===== config.mk =====
export PLATFORM = sky130hd
export DESIGN_NAME = rld_poly
export DESIGN_NICKNAME = d
export VERILOG_FILES = /design/src/sv/rld_pkg.sv /design/src/sv/rld_poly.sv
export SDC_FILE = /design/constraint.sdc
export NUM_CORES = 2
export LEC_CHECK = 0
export ABC_CLOCK_PERIOD_IN_PS = 17800
export BUFFER_PORTS_ARGS = -buffer_cell sky130_fd_sc_hd__buf_2
export CORE_MARGIN = 2
export CORE_UTILIZATION = 65
export CTS_BUF_LIST = sky130_fd_sc_hd__clkbuf_8
export DETAILED_ROUTE_END_ITERATION = 8
export MAX_ROUTING_LAYER = met4
export PLACE_DENSITY = 0.83
export SLEW_MARGIN = 10
export SYNTH_ARGS = -nofsm -noshare
export SYNTH_HDL_FRONTEND = slang
export SYNTH_SLANG_ARGS = --single-unit
export TNS_END_PERCENT = 20

===== constraint.sdc =====
create_clock -name clk -period 17.8 [get_ports clk]
set_input_delay 0.89 -clock clk [delete_from_list [all_inputs] [get_ports clk]]
set_output_delay 0.89 -clock clk [all_outputs]
set_load 0.02 [all_outputs]

===== src/sv/rld_pkg.sv =====
package rld_pkg;

  localparam int COORD_BITS = 16;
  localparam int OUT_BITS   = COORD_BITS + 4;
  localparam int COEF_BITS  = 16;
  localparam int COEF_FRAC  = 12;

  // register indexes
  localparam int CFG_IDX_BITS = 2;
  localparam logic [CFG_IDX_BITS-1:0] REG_K1     = 2'd0;
  localparam logic [CFG_IDX_BITS-1:0] REG_K2     = 2'd1;
  localparam logic [CFG_IDX_BITS-1:0] REG_ZOOM_X = 2'd2;
  localparam logic [CFG_IDX_BITS-1:0] REG_ZOOM_Y = 2'd3;

  localparam logic [COEF_BITS-1:0] ZOOM_ONE = COEF_BITS'(1) << COEF_FRAC;

  // coefficient products and the radial factor
  localparam int K_PROD_W = COEF_BITS + COORD_BITS + 1;
  localparam int P_BITS   = K_PROD_W + 1;
  localparam int PF_BITS  = P_BITS - COEF_FRAC;

  typedef logic signed [COORD_BITS-1:0] delta_t;
  typedef logic [COORD_BITS-1:0]        frac_t;
  typedef logic signed [COEF_BITS-1:0]  coef_t;
  typedef logic [COEF_BITS-1:0]         zoom_t;
  typedef logic signed [PF_BITS-1:0]    factor_val_t;

  typedef struct packed {
    delta_t dx;
    delta_t dy;
    frac_t  r2f;
  } radius_t;

  typedef struct packed {
    delta_t      dx;
    delta_t      dy;
    factor_val_t pf;
  } factor_t;

endpackage


===== src/sv/rld_poly.sv =====
module rld_poly
  import rld_pkg::*;
(
  input  logic    clk,
  input  logic    rst,
  input  logic    in_valid,
  output logic    in_stall,
  input  radius_t in_data,
  input  coef_t   coef_k1,
  input  coef_t   coef_k2,
  output logic    out_valid,
  input  logic    out_stall,
  output factor_t out_data
);

  localparam int NS = 3;
  localparam int SQ_W = 2 * COORD_BITS;
  localparam logic [SQ_W-1:0]   RND_SQ  = SQ_W'(1) << (COORD_BITS - 1);
  localparam logic [P_BITS-1:0] P_ONE   = P_BITS'(1) << (COORD_BITS + COEF_FRAC);
  localparam logic [P_BITS-1:0] RND_CF  = P_BITS'(1) << (COEF_FRAC - 1);

  logic [NS-1:0] vld;
  logic [NS-1:0] adv;

  logic [SQ_W-1:0]               sq_next;
  logic signed [K_PROD_W-1:0]    k1t_next;
  delta_t                        dx3;
  delta_t                        dy3;
  logic [SQ_W-1:0]               sq3;
  logic signed [K_PROD_W-1:0]    k1t3;

  logic [SQ_W-1:0]               r4sum;
  frac_t                         r4;
  logic signed [K_PROD_W-1:0]    k2t_next;
  delta_t                        dx4;
  delta_t                        dy4;
  logic signed [K_PROD_W-1:0]    k1t4;
  logic signed [K_PROD_W-1:0]    k2t4;

  logic [P_BITS-1:0]             psum;
  factor_t                       res;

  always_comb begin
    adv[NS-1] = !vld[NS-1] || !out_stall;
    for (int i = NS - 2; i >= 0; i--) begin
      adv[i] = !vld[i] || adv[i+1];
    end
  end

  assign in_stall  = !adv[0];
  assign out_valid = vld[NS-1];

  always_ff @(posedge clk) begin
    if (rst) begin
      vld <= '0;
    end else begin
      if (adv[0]) begin
        vld[0] <= in_valid;
      end
      for (int i = 1; i < NS; i++) begin
        if (adv[i]) begin
          vld[i] <= vld[i-1];
        end
      end
    end
  end

  assign sq_next  = in_data.r2f * in_data.r2f;
  assign k1t_next = coef_k1 * $signed({1'b0, in_data.r2f});

  always_ff @(posedge clk) begin
    if (adv[0]) begin
      dx3  <= in_data.dx;
      dy3  <= in_data.dy;
      sq3  <= sq_next;
      k1t3 <= k1t_next;
    end
  end

  assign r4sum    = sq3 + RND_SQ;
  assign r4       = r4sum[SQ_W-1:COORD_BITS];
  assign k2t_next = coef_k2 * $signed({1'b0, r4});

  always_ff @(posedge clk) begin
    if (adv[1]) begin
      dx4  <= dx3;
      dy4  <= dy3;
      k1t4 <= k1t3;
      k2t4 <= k2t_next;
    end
  end

  assign psum = {{(P_BITS-K_PROD_W){k1t4[K_PROD_W-1]}}, k1t4}
              + {{(P_BITS-K_PROD_W){k2t4[K_PROD_W-1]}}, k2t4}
              + P_ONE + RND_CF;

  always_ff @(posedge clk) begin
    if (adv[2]) begin
      res.dx <= dx4;
      res.dy <= dy4;
      res.pf <= psum[P_BITS-1:COEF_FRAC];
    end
  end

  assign out_data = res;

endmodule


==> results.yml <==
status:
  status: "complete, no violations"
cts:
  tritoncts.num_buffers: 37
  cts_num_sinks: 237
  tritoncts: "done"
  clk_latency_ns: 0.55
  post-cts-setup-buffer-count: 0
  clk_root_buffer_cell: "sky130_fd_sc_hd__clkbuf_8"
  cts_buffer_depth: 3
  cts_resized: 0
  holdBufCountCts: 0
  clk_pin_slew_ns: 0.07
  cts_htree_levels: 2
global_route:
  groute.usage.overall_pct: 29.3
  via_count_of_the_first_global_routing_pass: 24600
  grt_max_degree: 83
  globalRoute.totalOverflow: 0
  global_route_wire_length_before_repair_um: 121000
  number_of_antenna_violations_at_the_first_check_in_global_routing: 2
setup_path:
  kind_of_critical_path: "flip-flop to flip-flop"
  worstPathMaxFanout: 16
  worstSetupStartpointType: "flip-flop"
  cp.required_ns: 18.11
  cp-end-kind: "flip-flop"
  critPathArrivalTime_ns: 7.71
sta:
  rsz0062_at_grt: "no"
  clock.fmax_mhz: 135
  post-route-period-util_pct: 41.6
  worst_slew_margin_rel_pct: 23.0
  tns_ns: 0
  transition_time_of_the_tightest_slew_check_pin_ns: 1.16
  setup_violations: 0
  report.final.hold_viol_count: 0
  slew_viol_final: 0
  period_needed_ns: 7.40
  fin_skew_ns: 0.0281
routing:
  drt-total-wl_um: 72700
  route.detailed.drc: 0
  ant_nets: 0
  iteration_0_drc_count_of_the_detailed_router: 1692
  num_vias: 23200
  detailedRoute.firstPassIterationCount: 6
  routed_via_density: 5.63
  post_dr_wirelength_cell_um: 17.7
floorplan:
  dieArea_um2: 53400
  die-width_um: 231
  placementRows: 83
  die_height_um: 231
  placeableCoreArea_um2: 51100
  ios: 140
  starting_density_of_the_core_pct: 65.6
placed_design:
  post-dp-hpwl_um: 57800
  post_dp_cell_area_um2: 34800
  port_buf_inserts: 139
  finalWeightedCongestion: 0.938
cells_and_area:
  final_nets: 4444
  layout.core_utilization_pct: 69.6
  areaGrowthSynthToFinish_pct: 6.15
  layout-drive-gt1-share_pct: 6.91
  stdcell_area_um2: 35600
  layout_common_cells: "sky130_fd_sc_hd__inv_1, sky130_fd_sc_hd__fa_1, sky130_fd_sc_hd__ha_1"
  layout.cells.most_common: "sky130_fd_sc_hd__inv_1"
yosys:
  postSynthCellCount: 3320
  synth_nets: 4361
  async_flop_share_pct: 0
  yosys_register_bits: 237
  synth.yosys.seq_area_share_pct: 21.2
  post_synth.cell_area_avg_um2: 10.1
  yosys_warnings: 0
  synth_enable_flop_cells: 234
  synth_top_flop_cell: "sky130_fd_sc_hd__edfxtp_1"
  post_synthesis_cell_area_um2: 33500
  netlist-cell-type-count: 66
hold_path:
  min_path_type: "flip-flop to flip-flop"
run:
  cap_violations: 0
[Yosys cell counts (3+ instances only)]
library cell	n	area, um2
sky130_fd_sc_hd__a21o_1	39	293
sky130_fd_sc_hd__nor2b_1	10	62.6
sky130_fd_sc_hd__a21oi_1	96	480
sky130_fd_sc_hd__ha_1	406	5080
sky130_fd_sc_hd__a311oi_2	3	45.0
sky130_fd_sc_hd__nand2_1	379	1420
sky130_fd_sc_hd__nand2b_1	15	93.8
sky130_fd_sc_hd__edfxtp_1	234	7030
sky130_fd_sc_hd__a2111oi_0	6	52.6
sky130_fd_sc_hd__nand4_1	13	81.3
sky130_fd_sc_hd__xor2_1	45	394
sky130_fd_sc_hd__dfxtp_1	3	60.1
sky130_fd_sc_hd__and4_1	3	26.3
sky130_fd_sc_hd__clkbuf_1	109	409
sky130_fd_sc_hd__a31oi_1	15	93.8
sky130_fd_sc_hd__nor2_1	86	323
sky130_fd_sc_hd__a211oi_1	15	113
sky130_fd_sc_hd__nor3_1	16	80.1
sky130_fd_sc_hd__and3_1	22	138
sky130_fd_sc_hd__or3_1	4	25.0
sky130_fd_sc_hd__o211ai_1	10	75.1
sky130_fd_sc_hd__or2_2	9	56.3
sky130_fd_sc_hd__xnor2_1	70	613
sky130_fd_sc_hd__fa_1	551	11000
sky130_fd_sc_hd__o21bai_1	10	75.1
sky130_fd_sc_hd__o21ai_1	7	35.0
sky130_fd_sc_hd__inv_1	763	2860
sky130_fd_sc_hd__o21ai_0	48	240
sky130_fd_sc_hd__nand3_1	23	115
sky130_fd_sc_hd__and2_1	257	1610
sky130_fd_sc_hd__o21a_1	8	60.1
[worst max-delay path, stage by stage (launching register included)]
cell and delay (ns):
sky130_fd_sc_hd__edfxtp_1 0.45, sky130_fd_sc_hd__and3_1 0.22, sky130_fd_sc_hd__and3_1 0.20, sky130_fd_sc_hd__and3_1 0.19
sky130_fd_sc_hd__xor2_2 0.64, sky130_fd_sc_hd__nand2_1 0.18, sky130_fd_sc_hd__fa_1 0.56, sky130_fd_sc_hd__inv_1 0.05
sky130_fd_sc_hd__fa_1 0.55, sky130_fd_sc_hd__fa_1 0.44, sky130_fd_sc_hd__fa_1 0.46, sky130_fd_sc_hd__fa_1 0.52
sky130_fd_sc_hd__inv_1 0.06, sky130_fd_sc_hd__fa_1 0.47, sky130_fd_sc_hd__inv_1 0.04, sky130_fd_sc_hd__ha_1 0.43
sky130_fd_sc_hd__nand3_1 0.16, sky130_fd_sc_hd__or4_1 0.58, sky130_fd_sc_hd__a211oi_1 0.34, sky130_fd_sc_hd__o21ai_1 0.22
sky130_fd_sc_hd__o21ai_1 0.17, sky130_fd_sc_hd__a21oi_1 0.09, sky130_fd_sc_hd__xnor2_1 0.12
[cell families after synthesis]
group                      count (synthesis)  synth area share [%]
muxes                                      2                0.0784
DFF                                      237                  21.2
buffers and inverters                    873                  9.78
xor gates and xnor gates                 115                  3.01
and+or+nand+nor                          843                  12.2
adders and majority gates                957                  48.1
AOI/OAI and AO/OA                        293                  5.72
[per-stage QoR]
step                      instances  setup slack, ns  hold slack (ns)
after CTS                      4112            10.08            0.413
final                          4115            10.40            0.412
after detailed placement       4044            10.10            0.405
after global routing           4114            10.01            0.423
after floorplan                3320            10.93            0.400
after global placement         4044            10.27            0.401
[area by class of cell]
cell class,count,area (um2)
multi-input cells,2210,23200
fillers,3713,15500
flip-flops and latches,237,7090
inverters,764,2870
well taps,680,851
repair buffers,153,801
clock buffers,39,537
clock inverters,29,231
diodes,3,7.51
[flip-flops by register name, indices dropped and copies added, names as in the netlist]
name      count
k2t4         33
dx3          16
vld           3
dy4          16
out_data     54
k1t3         33
k1t4         33
dx4          16
dy3          16
sq3          17
[path summary, 6_finish.rpt]
path         startpoint       end  slack (ns)  depth (start not counted)
max             sq3[18]  k2t4[32]       10.40                         22
min              dy3[8]    dy4[8]        0.41                          0
max reg2reg     sq3[18]  k2t4[32]       10.40                         22
min reg2reg      dy3[8]    dy4[8]        0.41                          0
[per-layer routing]
metal / up-vias / share of wire [%] / track usage (%)
met2: 949 / 50 / 48.8
met1: 11600 / 40 / 37.3
li1: 10500 / - / -
met5: - / 0 / -
met3: 178 / 6.5 / 3.51
met4: 0 / 3.4 / 10.3
Power is left out: the tool's default activity adds up to more than one toggle a clock period on the data nets, which glitch-free logic cannot reach.
