**config.mk**
```make
export PLATFORM = sky130hd
export DESIGN_NAME = rld_scale
export DESIGN_NICKNAME = d
export VERILOG_FILES = /design/src/sv/rld_pkg.sv /design/src/sv/rld_scale.sv
export SDC_FILE = /design/constraint.sdc
export NUM_CORES = 2
export LEC_CHECK = 0
export ABC_AREA = 0
export BUFFER_PORTS_ARGS = -buffer_cell sky130_fd_sc_hd__buf_2
export CELL_PAD_IN_SITES_DETAIL_PLACEMENT = 1
export CELL_PAD_IN_SITES_GLOBAL_PLACEMENT = 2
export CORE_ASPECT_RATIO = 1.5
export CORE_MARGIN = 2
export CORE_UTILIZATION = 35
export CTS_CLUSTER_SIZE = 40
export DETAILED_ROUTE_END_ITERATION = 6
export GPL_TIMING_DRIVEN = 0
export PLACE_DENSITY = 0.71
export REMOVE_ABC_BUFFERS = 1
export SYNTH_ARGS = -nofsm -noshare
export SYNTH_HDL_FRONTEND = slang
export SYNTH_SLANG_ARGS = --single-unit
```
**constraint.sdc**
```tcl
create_clock -name clk -period 15.05 [get_ports clk]
set_input_delay 1.505 -clock clk [delete_from_list [all_inputs] [get_ports clk]]
set_output_delay 1.505 -clock clk [all_outputs]
set_load 0.01 [all_outputs]
```
**src/sv/rld_pkg.sv**
```systemverilog
package rld_pkg;

  localparam int COORD_BITS = 16;
  localparam int OUT_BITS   = COORD_BITS + 4;
  localparam int COEF_BITS  = 16;
  localparam int COEF_FRAC  = 12;

  // register indexes
  localparam int CFG_IDX_BITS = 2;
  localparam logic [CFG_IDX_BITS-1:0] REG_K1     = 2'd0;
  localparam logic [CFG_IDX_BITS-1:0] REG_K2     = 2'd1;
  localparam logic [CFG_IDX_BITS-1:0] REG_ZOOM_X = 2'd2;
  localparam logic [CFG_IDX_BITS-1:0] REG_ZOOM_Y = 2'd3;

  localparam logic [COEF_BITS-1:0] ZOOM_ONE = COEF_BITS'(1) << COEF_FRAC;

  // coefficient products and the radial factor
  localparam int K_PROD_W = COEF_BITS + COORD_BITS + 1;
  localparam int P_BITS   = K_PROD_W + 1;
  localparam int PF_BITS  = P_BITS - COEF_FRAC;

  typedef logic signed [COORD_BITS-1:0] delta_t;
  typedef logic [COORD_BITS-1:0]        frac_t;
  typedef logic signed [COEF_BITS-1:0]  coef_t;
  typedef logic [COEF_BITS-1:0]         zoom_t;
  typedef logic signed [PF_BITS-1:0]    factor_val_t;

  typedef struct packed {
    delta_t dx;
    delta_t dy;
    frac_t  r2f;
  } radius_t;

  typedef struct packed {
    delta_t      dx;
    delta_t      dy;
    factor_val_t pf;
  } factor_t;

endpackage

```
**src/sv/rld_scale.sv**
```systemverilog
module rld_scale
  import rld_pkg::*;
(
  input  logic                        clk,
  input  logic                        rst,
  input  logic                        in_valid,
  output logic                        in_stall,
  input  factor_t                     in_data,
  input  zoom_t                       zoom_x,
  input  zoom_t                       zoom_y,
  output logic                        out_valid,
  input  logic                        out_stall,
  output logic signed [OUT_BITS-1:0]  src_x,
  output logic signed [OUT_BITS-1:0]  src_y
);

  localparam int NS     = 3;
  localparam int DP_W   = COORD_BITS + PF_BITS;
  localparam int T_BITS = DP_W - COORD_BITS;
  localparam int ZP_W   = T_BITS + COEF_BITS + 1;
  localparam int S_BITS = ZP_W - COEF_FRAC;
  localparam int R_W    = S_BITS + 1;

  localparam logic [DP_W-1:0] RND_T = DP_W'(1) << (COORD_BITS - 1);
  localparam logic [ZP_W-1:0] RND_Z = ZP_W'(1) << (COEF_FRAC - 1);
  localparam logic [R_W-1:0]  HALF  = R_W'(1) << (COORD_BITS - 1);
  localparam logic signed [R_W-1:0] SAT_HI = R_W'((2 ** (OUT_BITS - 1)) - 1);
  localparam logic signed [R_W-1:0] SAT_LO = -SAT_HI - R_W'(1);

  logic [NS-1:0] vld;
  logic [NS-1:0] adv;

  logic signed [DP_W-1:0]   tx_next;
  logic signed [DP_W-1:0]   ty_next;
  logic signed [DP_W-1:0]   tx6;
  logic signed [DP_W-1:0]   ty6;

  logic [DP_W-1:0]          txsum;
  logic [DP_W-1:0]          tysum;
  logic signed [T_BITS-1:0] tx;
  logic signed [T_BITS-1:0] ty;
  logic signed [ZP_W-1:0]   zx_next;
  logic signed [ZP_W-1:0]   zy_next;
  logic signed [ZP_W-1:0]   zx7;
  logic signed [ZP_W-1:0]   zy7;

  logic [ZP_W-1:0]          zxsum;
  logic [ZP_W-1:0]          zysum;
  logic [S_BITS-1:0]        sx;
  logic [S_BITS-1:0]        sy;
  logic signed [R_W-1:0]    rx;
  logic signed [R_W-1:0]    ry;
  logic signed [R_W-1:0]    cx;
  logic signed [R_W-1:0]    cy;

  always_comb begin
    adv[NS-1] = !vld[NS-1] || !out_stall;
    for (int i = NS - 2; i >= 0; i--) begin
      adv[i] = !vld[i] || adv[i+1];
    end
  end

  assign in_stall  = !adv[0];
  assign out_valid = vld[NS-1];

  always_ff @(posedge clk) begin
    if (rst) begin
      vld <= '0;
    end else begin
      if (adv[0]) begin
        vld[0] <= in_valid;
      end
      for (int i = 1; i < NS; i++) begin
        if (adv[i]) begin
          vld[i] <= vld[i-1];
        end
      end
    end
  end

  assign tx_next = in_data.dx * in_data.pf;
  assign ty_next = in_data.dy * in_data.pf;

  always_ff @(posedge clk) begin
    if (adv[0]) begin
      tx6 <= tx_next;
      ty6 <= ty_next;
    end
  end

  assign txsum   = tx6 + RND_T;
  assign tysum   = ty6 + RND_T;
  assign tx      = txsum[DP_W-1:COORD_BITS];
  assign ty      = tysum[DP_W-1:COORD_BITS];
  assign zx_next = tx * $signed({1'b0, zoom_x});
  assign zy_next = ty * $signed({1'b0, zoom_y});

  always_ff @(posedge clk) begin
    if (adv[1]) begin
      zx7 <= zx_next;
      zy7 <= zy_next;
    end
  end

  assign zxsum = zx7 + RND_Z;
  assign zysum = zy7 + RND_Z;
  assign sx    = zxsum[ZP_W-1:COEF_FRAC];
  assign sy    = zysum[ZP_W-1:COEF_FRAC];
  assign rx    = {sx[S_BITS-1], sx} + HALF;
  assign ry    = {sy[S_BITS-1], sy} + HALF;

  // clamp to the output range
  always_comb begin
    cx = rx;
    if (rx > SAT_HI) begin
      cx = SAT_HI;
    end else if (rx < SAT_LO) begin
      cx = SAT_LO;
    end
    cy = ry;
    if (ry > SAT_HI) begin
      cy = SAT_HI;
    end else if (ry < SAT_LO) begin
      cy = SAT_LO;
    end
  end

  always_ff @(posedge clk) begin
    if (adv[2]) begin
      src_x <= cx[OUT_BITS-1:0];
      src_y <= cy[OUT_BITS-1:0];
    end
  end

endmodule

```
==> impl_metrics.env <==
export IMPL_final_hold_worst_slack_ps=460.4
export IMPL_path_delay_family="adder cells"
export IMPL_post_route_min_period_ps=9065
export IMPL_grt_setup_unrepaired="false"
export IMPL_hp_start="vld[1]$_SDFFE_PP0P_"
export IMPL_design_die_area_mm2=0.1677
export IMPL_tritoncts_num_buffers=17
export IMPL_synthDominantAreaCellType="fa_1"
export IMPL_max_freq_mhz=110.3
export IMPL_final_net_count=7989
export IMPL_rr_startpoint="tx6[16]$_DFFE_PN_"
export IMPL_grt_max_degree=42
export IMPL_asyncSetResetFlopFracSynth_pct=0
export IMPL_yosys_warnings=0
export IMPL_skew_ps=17.13
export IMPL_area_growth_synth_to_final_pct=6.436
export IMPL_all_layer_gr_usage_pct=19.84
export IMPL_detailedRoute_firstIterationViolations=1243
export IMPL_post_drt_wl_per_cell_um=19.27
export IMPL_crit_path_end_kind="register"
export IMPL_worst_skew_pair_late_latency_ps=510
export IMPL_detailedPlacementHpwl_um=130600
export IMPL_clock_tree_htree_level_count=4
export IMPL_critical_path_slowest_cell="o41ai_1"
export IMPL_final_layout_size_suffix_gt1_share_pct=4.497
export IMPL_ys_ff_latch=145
export IMPL_chipHeight_um=500.5
export IMPL_number_of_hold_violations_in_the_final_report=0
export IMPL_tritoncts_num_sinks=145
export IMPL_rows=182
export IMPL_gr_total_overflow=0
export IMPL_clkTransAtPathRegs_ps=70
export IMPL_critical_path_top_cell_by_count="fa_1"
export IMPL_vias_in_the_first_global_route=47482
export IMPL_worstHoldPathType="register to register"
export IMPL_postSynthAreaPerCell_um2=9.241
export IMPL_cap_violations=0
export IMPL_crit_path_max_fanout=32
export IMPL_avgViaCountPerCell=4.850
export IMPL_clockRootBuffer="clkbuf_16"
export IMPL_fin_cells=8285
export IMPL_route_antenna_remaining_nets=0
export IMPL_drt_wirelength_um=159600
export IMPL_finalCritPeriodShare_pct=60.23
export IMPL_floorplan_initialDensity_pct=35.18
export IMPL_synthTopCellsByArea="fa_1, inv_1, ha_1"
export IMPL_post_synth_top_area_fraction_pct=47.78
export IMPL_cp_arrival_ps=9310
export IMPL_route_detailed_drc=0
export IMPL_post_cts_resized_instances=0
export IMPL_startpoint="in_data[13]"
export IMPL_startpoint_type="primary input"
export IMPL_tritoncts="yes"
export IMPL_ctsHoldBuffers=0
export IMPL_globalplace_congestion=0.8392
export IMPL_timing_final_max_slew_violations=0
export IMPL_floorplan_core_area_mm2=0.1635
export IMPL_boundaryPins=132
export IMPL_setup_violating_endpoint_count_in_the_final_report=0
export IMPL_worst_path_buf_inv=6
export IMPL_post_cts_setup_buffers=0
export IMPL_syn_cell_area_mm2=0.05752
export IMPL_number_of_enable_type_register_cells_in_the_synthesized_netlist=142
export IMPL_critical_path_cell_chain="buf_2, nand2_1, fa_1, inv_1, fa_1, inv_1, fa_1, inv_1, fa_1, inv_1, fa_1, inv_1, fa_1, ha_1, nand2_1, and3_1, o211ai_1, o21ai_0, a21oi_1, o41ai_1, o21ai_0, a221oi_1, xnor2_1"
export IMPL_clock_tree_buffer_depth=2
export IMPL_vias=40179
export IMPL_die_width_um=335.0
export IMPL_number_of_port_buffers=131
export IMPL_synth_most_common_cell="inv_1"
export IMPL_global_route_wire_length_before_repair_um=259000
export IMPL_first_pass_iters=5
export IMPL_status="completed"
export IMPL_max_slew_margin_pct=21.72
export IMPL_synth_cells=6225
export IMPL_max_stage_delay_ps=870
export IMPL_worstPathRequired_ps=15290
export IMPL_ys_types=92
export IMPL_place_detailed_instances=8244
export IMPL_yosys_top_cells_count="inv_1, fa_1, nand2_1"
export IMPL_criticalPathCategory="primary input to register"
export IMPL_antenna_found_initial=10
export IMPL_worst_slew_pin_slew_ps=1164
export IMPL_final_setup_tns_ps=0
export IMPL_synth_top_flop_cell="edfxtp_1"
export IMPL_yosysSeqAreaShare_pct=7.517
[worst paths after layout]
kind,slack [ps],cells after the start,end
worst max-delay path,5990,23,tx6[37]$_DFFE_PN_
worst min-delay path,460,2,vld[2]$_SDFFE_PP0P_
worst max register to register,6040,27,zx7[36]$_DFFE_PP_
worst min register to register,460,2,vld[2]$_SDFFE_PP0P_
[sequential cells by signal (all words and copies together), names as in the netlist]
signal	cells
zy7	28
src_y	20
tx6	23
ty6	23
vld	3
src_x	20
zx7	28
[logic make-up (layout without fill, tap and decap cells)]
kind of cell,after synthesis,after routing,synth area share [%]
DFF,145,145,7.517
other,0,9,0
xor gates and xnor gates,227,227,3.456
muxes,1,1,0.01740
and+or+nand+nor,1850,1850,16.28
adders and majority gates,1758,1758,56.13
AOI/OAI and AO/OA,355,355,4.207
buffers and inverters,1889,1824,12.39
[worst register-to-register path, delay by kind of cell (launching register included)]
family / cells / cell delay, ps
flip-flops: 1 / 390
XOR/XNOR: 1 / 930
AO/OA/AOI/OAI: 7 / 1980
adder cells (fa/ha/maj): 8 / 3670
AND/OR/NAND/NOR: 8 / 1550
buffers and inverters: 3 / 280
[metrics by stage]
step	utilization, %	setup slack [ps]	area [um2]
6_report	37.45	5985	61230
5_1_grt	37.44	5276	61210
4_1_cts	37.42	5720	61180
3_5_place_dp	37.04	5395	60560
3_3_place_gp	36.58	5389	59810
2_1_floorplan	-	7418	56510
[layer usage]
metal  vias up  global-route usage [%]  wire length [um]
met1     21460                   22.38             62820
met3       198                   1.296              2893
met2       478                   39.36             89610
met4         2                   5.785              4318
li1      18041                       -                 -
met5         -                       0                11
[cell type report]
class,instances,area [um2]
Antenna cell,9,22.52
Fill cell,18880,102300
Clock buffer,18,429.2
Clock inverter,14,191.4
Timing Repair Buffer,164,1121
Multi-Input combinational cell,4191,46380
Tap cell,2116,2648
Inverter,1628,6111
Sequential cell,145,4324
[cell usage in the layout, fill, tap and decap left out, types with 10 or more instances in the layout]
| cell | count |
|---|---|
| nand2b_1 | 33 |
| o211ai_1 | 13 |
| xnor2_1 | 137 |
| buf_8 | 23 |
| o21ai_0 | 69 |
| nor2b_1 | 21 |
| a21oi_1 | 81 |
| a211oi_1 | 12 |
| and3_1 | 35 |
| fa_1 | 1373 |
| xor2_2 | 13 |
| nor4_1 | 10 |
| o21a_1 | 23 |
| nor3_1 | 37 |
| xor2_1 | 50 |
| nand3_1 | 70 |
| a21o_1 | 35 |
| and2_1 | 678 |
| nand4_1 | 26 |
| inv_1 | 1627 |
| buf_2 | 132 |
| nand2_1 | 766 |
| edfxtp_1 | 142 |
| nor2_1 | 118 |
| clkbuf_16 | 17 |
| xnor2_2 | 27 |
| o21ai_2 | 11 |
| ha_1 | 379 |
| o22ai_1 | 20 |
Power is left out: the tool's default activity adds up to more than one toggle a clock period on the data nets, which glitch-free logic cannot reach.
