$ cat src/sv/rld_pkg.sv
package rld_pkg;

  localparam int COORD_BITS = 16;
  localparam int OUT_BITS   = COORD_BITS + 4;
  localparam int COEF_BITS  = 16;
  localparam int COEF_FRAC  = 12;

  // register indexes
  localparam int CFG_IDX_BITS = 2;
  localparam logic [CFG_IDX_BITS-1:0] REG_K1     = 2'd0;
  localparam logic [CFG_IDX_BITS-1:0] REG_K2     = 2'd1;
  localparam logic [CFG_IDX_BITS-1:0] REG_ZOOM_X = 2'd2;
  localparam logic [CFG_IDX_BITS-1:0] REG_ZOOM_Y = 2'd3;

  localparam logic [COEF_BITS-1:0] ZOOM_ONE = COEF_BITS'(1) << COEF_FRAC;

  // coefficient products and the radial factor
  localparam int K_PROD_W = COEF_BITS + COORD_BITS + 1;
  localparam int P_BITS   = K_PROD_W + 1;
  localparam int PF_BITS  = P_BITS - COEF_FRAC;

  typedef logic signed [COORD_BITS-1:0] delta_t;
  typedef logic [COORD_BITS-1:0]        frac_t;
  typedef logic signed [COEF_BITS-1:0]  coef_t;
  typedef logic [COEF_BITS-1:0]         zoom_t;
  typedef logic signed [PF_BITS-1:0]    factor_val_t;

  typedef struct packed {
    delta_t dx;
    delta_t dy;
    frac_t  r2f;
  } radius_t;

  typedef struct packed {
    delta_t      dx;
    delta_t      dy;
    factor_val_t pf;
  } factor_t;

endpackage

$ cat src/sv/rld_radius.sv
module rld_radius
  import rld_pkg::*;
(
  input  logic    clk,
  input  logic    rst,
  input  logic    in_valid,
  output logic    in_stall,
  input  frac_t   coord_u,
  input  frac_t   coord_v,
  output logic    out_valid,
  input  logic    out_stall,
  output radius_t out_data
);

  localparam int NS = 2;
  localparam int SQ_W = 2 * COORD_BITS;
  localparam logic [SQ_W-1:0] RND_SQ = SQ_W'(1) << (COORD_BITS - 1);

  logic [NS-1:0] vld;
  logic [NS-1:0] adv;

  delta_t dx_next;
  delta_t dy_next;
  logic signed [SQ_W-1:0] dxx_next;
  logic signed [SQ_W-1:0] dyy_next;

  delta_t dx1;
  delta_t dy1;
  logic signed [SQ_W-1:0] dxx1;
  logic signed [SQ_W-1:0] dyy1;

  logic [SQ_W-1:0] r2sum;
  radius_t         res;

  always_comb begin
    adv[NS-1] = !vld[NS-1] || !out_stall;
    for (int i = NS - 2; i >= 0; i--) begin
      adv[i] = !vld[i] || adv[i+1];
    end
  end

  assign in_stall  = !adv[0];
  assign out_valid = vld[NS-1];

  always_ff @(posedge clk) begin
    if (rst) begin
      vld <= '0;
    end else begin
      if (adv[0]) begin
        vld[0] <= in_valid;
      end
      for (int i = 1; i < NS; i++) begin
        if (adv[i]) begin
          vld[i] <= vld[i-1];
        end
      end
    end
  end

  // offset from centre: flip the top bit
  assign dx_next  = {~coord_u[COORD_BITS-1], coord_u[COORD_BITS-2:0]};
  assign dy_next  = {~coord_v[COORD_BITS-1], coord_v[COORD_BITS-2:0]};
  assign dxx_next = dx_next * dx_next;
  assign dyy_next = dy_next * dy_next;

  always_ff @(posedge clk) begin
    if (adv[0]) begin
      dx1  <= dx_next;
      dy1  <= dy_next;
      dxx1 <= dxx_next;
      dyy1 <= dyy_next;
    end
  end

  assign r2sum = $unsigned(dxx1) + $unsigned(dyy1) + RND_SQ;

  always_ff @(posedge clk) begin
    if (adv[1]) begin
      res.dx  <= dx1;
      res.dy  <= dy1;
      res.r2f <= r2sum[SQ_W-1:COORD_BITS];
    end
  end

  assign out_data = res;

endmodule

$ cat config.mk
export PLATFORM = sky130hd
export DESIGN_NAME = rld_radius
export DESIGN_NICKNAME = d
export VERILOG_FILES = /design/src/sv/rld_pkg.sv /design/src/sv/rld_radius.sv
export SDC_FILE = /design/constraint.sdc
export NUM_CORES = 1
export LEC_CHECK = 0
export BUFFER_PORTS_ARGS = -buffer_cell sky130_fd_sc_hd__buf_4
export CAP_MARGIN = 5
export CORE_MARGIN = 2
export CORE_UTILIZATION = 35
export CTS_CLUSTER_DIAMETER = 40
export DETAILED_ROUTE_END_ITERATION = 16
export SLEW_MARGIN = 0
export SYNTH_ARGS = -nofsm -noshare
export SYNTH_HDL_FRONTEND = slang
export SYNTH_SLANG_ARGS = --single-unit
$ cat constraint.sdc
create_clock -name clk -period 8.78 [get_ports clk]
set_input_delay 1.756 -clock clk [delete_from_list [all_inputs] [get_ports clk]]
set_output_delay 1.756 -clock clk [all_outputs]
set_load 0.005 [all_outputs]
==> metrics.txt, run 1 <==
DR vias/cell=4.701; synthesis-to-layout area growth=9.508%; Synth Register Bits=142; Final TNS setup=0 ns; max-cap violations=0; grt ovf=0; crit path time final=7.714 ns; post-synth net total=2965; post-cts repair resize count=0; DP Wirelength=40.97 mm; Hold Path Class=register to register; CP Max Fanout=17; maximum root-to-sink buffer count=2; register area share after synthesis=18.23%; postcts setup bufs=0; Die Area=68590 sq um; CP arrival=7.95 ns; CTS Buf Count=17; dpl ws=0.5783 ns; Clock Sinks=142; CTS HTree Levels=4; worst rel slew slack=42.84%; GRT Total Usage=16.05%; area leader, netlist=fa_1; first-pass GRT wire length=84.86 mm; fraction of final layout cells sized beyond drive strength 1=6.612%; clock tree root driver cell=clkbuf_16; synth warn=0; Fmax=129.6 MHz; Filler cells=6443; Least-Margin Pin Slew=0.8574 ns; outcome=complete, no violations; Core Rows=94; Finished Cell Area=25490 sq um; Final Hold Viols=0; placed cells=3131; Routed Antenna Nets=0; unrepaired setup endpoints after global routing=false; Crit Path Class=input port to register; hold_buf cts=0; Die X=261.9 um; nets=3029; Synth Instances=2222; Post-synth ARST share=0%; Yosys top cell area share=40.42%; vias in the first global route=16830; Synth area leaders=fa_1, edfxtp_1, ha_1; initial antenna violation count=0; non-filler cells, final=3164; Worst Setup Start Kind=input port; largest net degree at the start of global routing=56; global routing's busiest layer=met2; CP endpoint kind=register; met3 GRT Util=2.730%; GR Util met2=28.33%; fin crit share=87.85%; CTS clk-pin slew, worst paths=0.07 ns; Syn Std Cell Area=23280 sq um; final weighted congestion in routability-driven placement=0.8560; Skew-Pair Late Insertion Delay=0.50 ns; port buffer count=85; post-synth cell types=53; vias post-DR=14870; Die H=261.9 um; IO Count=86; number of synthesized flops with an enable pin=140; Setup Viol. Count Final=0; Starting Density=35.35%; CTS tree=built; max-slew violations=0; Syn Area/Cell=10.48 sq um; required time of the worst setup path=9.01 ns; drt total wl=50.58 mm; grt met1 use=20.16%; DRT iter0 DRCs=675; core area=65860 sq um; Cell Area, Placed=24880 sq um; Pre-antenna DRT Iters=5; WL/cell=15.98 um; top_reg_cell synth=edfxtp_1; drc violations=0; final worst setup slack=1.067 ns; skew final=0.02021 ns
[registers in the layout, indices dropped and copies added (netlist names)]
register	flops
dx1	16
dyy1	30
out_data	48
vld	2
dy1	16
dxx1	30
[worst max-delay path, cell delays in order]
cell	delay, ns
buf_4	0.23
inv_1	0.22
nor2_1	0.21
fa_1	0.59
fa_1	0.90
fa_1	0.53
fa_1	0.50
fa_1	0.49
inv_1	0.05
fa_1	0.47
inv_1	0.04
ha_1	0.34
nand3_1	0.14
nor3_1	0.20
o221ai_1	0.16
and3_1	0.20
a21oi_1	0.32
a2111oi_0	0.19
o21bai_1	0.17
a21oi_1	0.09
xnor2_1	0.13
[final cells by class]
class | instances | area [sq um] | share of cell area [%]
well taps | 864 | 1081 | 4.241
clock buffers | 19 | 432.9 | 1.698
repair buffers | 89 | 668.1 | 2.621
inverters | 625 | 2346 | 9.202
flip-flops and latches | 142 | 4244 | 16.65
clock inverters | 13 | 178.9 | 0.7018
diodes | 1 | 2.502 | 0.009816
multi-input cells | 1411 | 16540 | 64.88
[synthesized netlist by cell type, types with 2 or more instances]
| library cell | number |
|---|---|
| dfxtp_1 | 2 |
| and2_1 | 79 |
| a31o_2 | 9 |
| a21oi_1 | 54 |
| o21ai_1 | 4 |
| a211oi_1 | 10 |
| a2111oi_4 | 2 |
| nor4_1 | 2 |
| edfxtp_1 | 140 |
| nand2b_1 | 4 |
| o211ai_1 | 4 |
| nor3b_1 | 2 |
| a21boi_0 | 3 |
| and3_1 | 8 |
| xnor2_1 | 83 |
| o31ai_1 | 3 |
| a21o_1 | 32 |
| a31oi_1 | 6 |
| o21bai_1 | 5 |
| mux2i_1 | 2 |
| o21ai_0 | 22 |
| nor2b_1 | 12 |
| o21a_1 | 13 |
| a221oi_1 | 2 |
| nor2_1 | 91 |
| clkbuf_1 | 44 |
| a2111oi_2 | 2 |
| fa_1 | 470 |
| or2_2 | 14 |
| o21ba_2 | 2 |
| ha_1 | 237 |
| nand4_1 | 4 |
| inv_1 | 624 |
| xor2_1 | 23 |
| nand3_1 | 18 |
| a211o_1 | 4 |
| nor3_1 | 12 |
| nand2_1 | 159 |
[worst paths after layout]
check        cells after the start            to        from  slack (ns)
max                             21      dyy1[31]  coord_v[3]        1.07
min                              0  out_data[24]      dy1[8]        0.41
max reg2reg                     11   out_data[8]     dxx1[9]        5.15
min reg2reg                      0  out_data[24]      dy1[8]        0.41
[routing by layer]
layer  share of wire, %  wire length (um)  vias to the layer above
met1                 42             21480                     7686
met5                  0                 0                        -
met4                2.0              1026                        0
li1                   -                 -                     6868
met3                3.8              1934                       61
met2                 52             26130                      258
[cells by family after synthesis]
kind of cell	after synthesis	synth area share, %
and+or+nand+nor	408	8.132
adders and majority gates	707	53.15
muxes	2	0.08600
xor gates and xnor gates	106	3.988
DFF	142	18.23
AOI/OAI and AO/OA	188	5.622
buffers and inverters	669	10.79
[cell usage in the layout, fill, tap and decap left out, drive strengths merged, types with 18 or more instances in the layout]
| cell type | instances |
|---|---|
| fa | 470 |
| a21o | 32 |
| ha | 237 |
| buf | 89 |
| inv | 629 |
| a21oi | 54 |
| xnor2 | 83 |
| o21ai | 26 |
| xor2 | 23 |
| edfxtp | 140 |
| nor2 | 91 |
| and2 | 79 |
| nand3 | 18 |
| clkbuf | 19 |
| nand2 | 159 |
[metrics by stage]
stage | util (%) | hold WS [ns]
2_1_floorplan | - | 0.4003
3_3_place_gp | 37.77 | 0.4012
3_5_place_dp | 37.77 | 0.4045
4_1_cts | 38.70 | 0.4073
5_1_grt | 38.70 | 0.4263
6_report | 38.71 | 0.4072
Power of run 1 is not shown: default switching activity piles up to over one toggle a cycle in this logic, so the estimate is an artifact.
==> run 2, diff against run 1 <==
BUFFER_PORTS_ARGS = -buffer_cell sky130_fd_sc_hd__buf_2   (was -buffer_cell sky130_fd_sc_hd__buf_4)
clock period = 7.7 ns   (was 8.78 ns; I/O delays follow)
==> run 2 against run 1 <==
- largest cell class unchanged
- final cell count increased by 2.2%
- hold slack better by 0.012 ns
- clock skew fell by 0.0016 ns
- critical endpoint is now dyy1[30]
- wire length shrank 1.5%
==> metrics.txt, run 2 (synthesized netlist as in run 1, its figures left out) <==
outcome=complete, no violations; most frequent cells in the layout=inv_1, fa_1, ha_1; IO Count=86; GRT Total Usage=15.83%; Worst Setup Start Kind=input port; nets=3100; DR vias/cell=4.647; max-slew violations=0; Antenna Cells=0; Final Hold Viols=0; Hold Path Class=register to register; DP Wirelength=42.48 mm; CTS HTree Levels=4; grt ovf=0; core area=65860 sq um; maximum root-to-sink buffer count=2; final weighted congestion in routability-driven placement=0.8774; most common cell after layout, fill and taps aside=inv_1; CTS Buf Count=17; drt total wl=49.84 mm; Worst Hold Launch=dy1[5]; dpl ws=0.05742 ns; Die Area=68590 sq um; max reg flops=48; largest net degree at the start of global routing=58; hold_buf cts=0; Starting Density=35.35%; Core Rows=94; CTS clk-pin slew, worst paths=0.06 ns; CP Max Fanout=16; Least-Margin Pin Slew=0.8515 ns; Register Area=4244 sq um; fraction of final layout cells sized beyond drive strength 1=9.367%; Pre-antenna DRT Iters=5; Multi-input gate area=16540 sq um; Routed Antenna Nets=0; CTS tree=built; Setup Viol. Count Final=0; WL/cell=15.41 um; non-filler cells, final=3234; Filler cells=6405; unrepaired setup endpoints after global routing=false; initial antenna violation count=1; CP endpoint kind=register; Final TNS setup=0 ns; Clock Sinks=142; vias in the first global route=16970; DRT iter0 DRCs=844; final worst setup slack=0.4836 ns; clock tree root driver cell=clkbuf_16; Setup crit start=coord_v[3]; Fmax=138.6 MHz; first-pass GRT wire length=84.52 mm; post-cts repair resize count=0; Crit Path Class=input port to register; synthesis-to-layout area growth=10.86%; port buffer count=85; skew final=0.01860 ns; placed cells=3202; fin crit share=93.72%; CP arrival=7.43 ns; max-cap violations=0; Skew-Pair Late Insertion Delay=0.48 ns; required time of the worst setup path=7.92 ns; Die H=261.9 um; Die X=261.9 um; vias post-DR=15030; worst rel slew slack=43.23%; worst r2r src=dyy1[10]; postcts setup bufs=0; crit path time final=7.216 ns; drc violations=0
==> run 2: critical path, stage by stage <==
cell and delay [ns]:
buf_2 0.30, inv_1 0.15, nor2_1 0.19, ha_1 0.29, xor2_1 0.19, fa_1 0.47, fa_1 0.55, inv_1 0.05
fa_1 0.45, fa_1 0.51, inv_1 0.05, fa_1 0.47, inv_1 0.04, ha_1 0.35, a21o_1 0.18, a21o_1 0.17
a21o_1 0.20, a211oi_2 0.31, o21ai_1 0.18, a211oi_1 0.36, o31ai_1 0.14, a21oi_1 0.19, xnor2_1 0.09
==> run 2: worst paths after layout <==
path	to	slack [ns]	cells past startpoint
worst min register to register	out_data[21]	0.42	0
worst max-delay path	dyy1[30]	0.48	23
worst min-delay path	out_data[21]	0.42	0
worst max register to register	out_data[9]	4.13	11
==> run 2: final cells by class <==
| class | count | area share [%] |
|---|---|---|
| inverters | 625 | 9.090 |
| multi-input cells | 1411 | 64.09 |
| flip-flops and latches | 142 | 16.44 |
| well taps | 864 | 4.189 |
| clock inverters | 13 | 0.6351 |
| repair buffers | 160 | 3.878 |
| clock buffers | 19 | 1.677 |
==> run 2: per-stage QoR <==
step                      hold WS, ns  utilization (%)  cell area [sq um]
after floorplan                0.4003                -              23280
after global placement         0.4028            38.28              25210
after detailed placement       0.4054            38.28              25210
after CTS                      0.4218            39.18              25810
after global routing           0.4248            39.18              25810
final                          0.4190            39.18              25810
==> run 2: layer usage <==
metal  track usage [%]  wire length (um)  up-vias
met5                 0                 0        -
li1                  -                 -     7011
met4             4.441               964        0
met1             20.82             21850     7704
met3             2.662              2101       67
met2             26.96             24930      248
Power of run 2 is left out for the same reason.
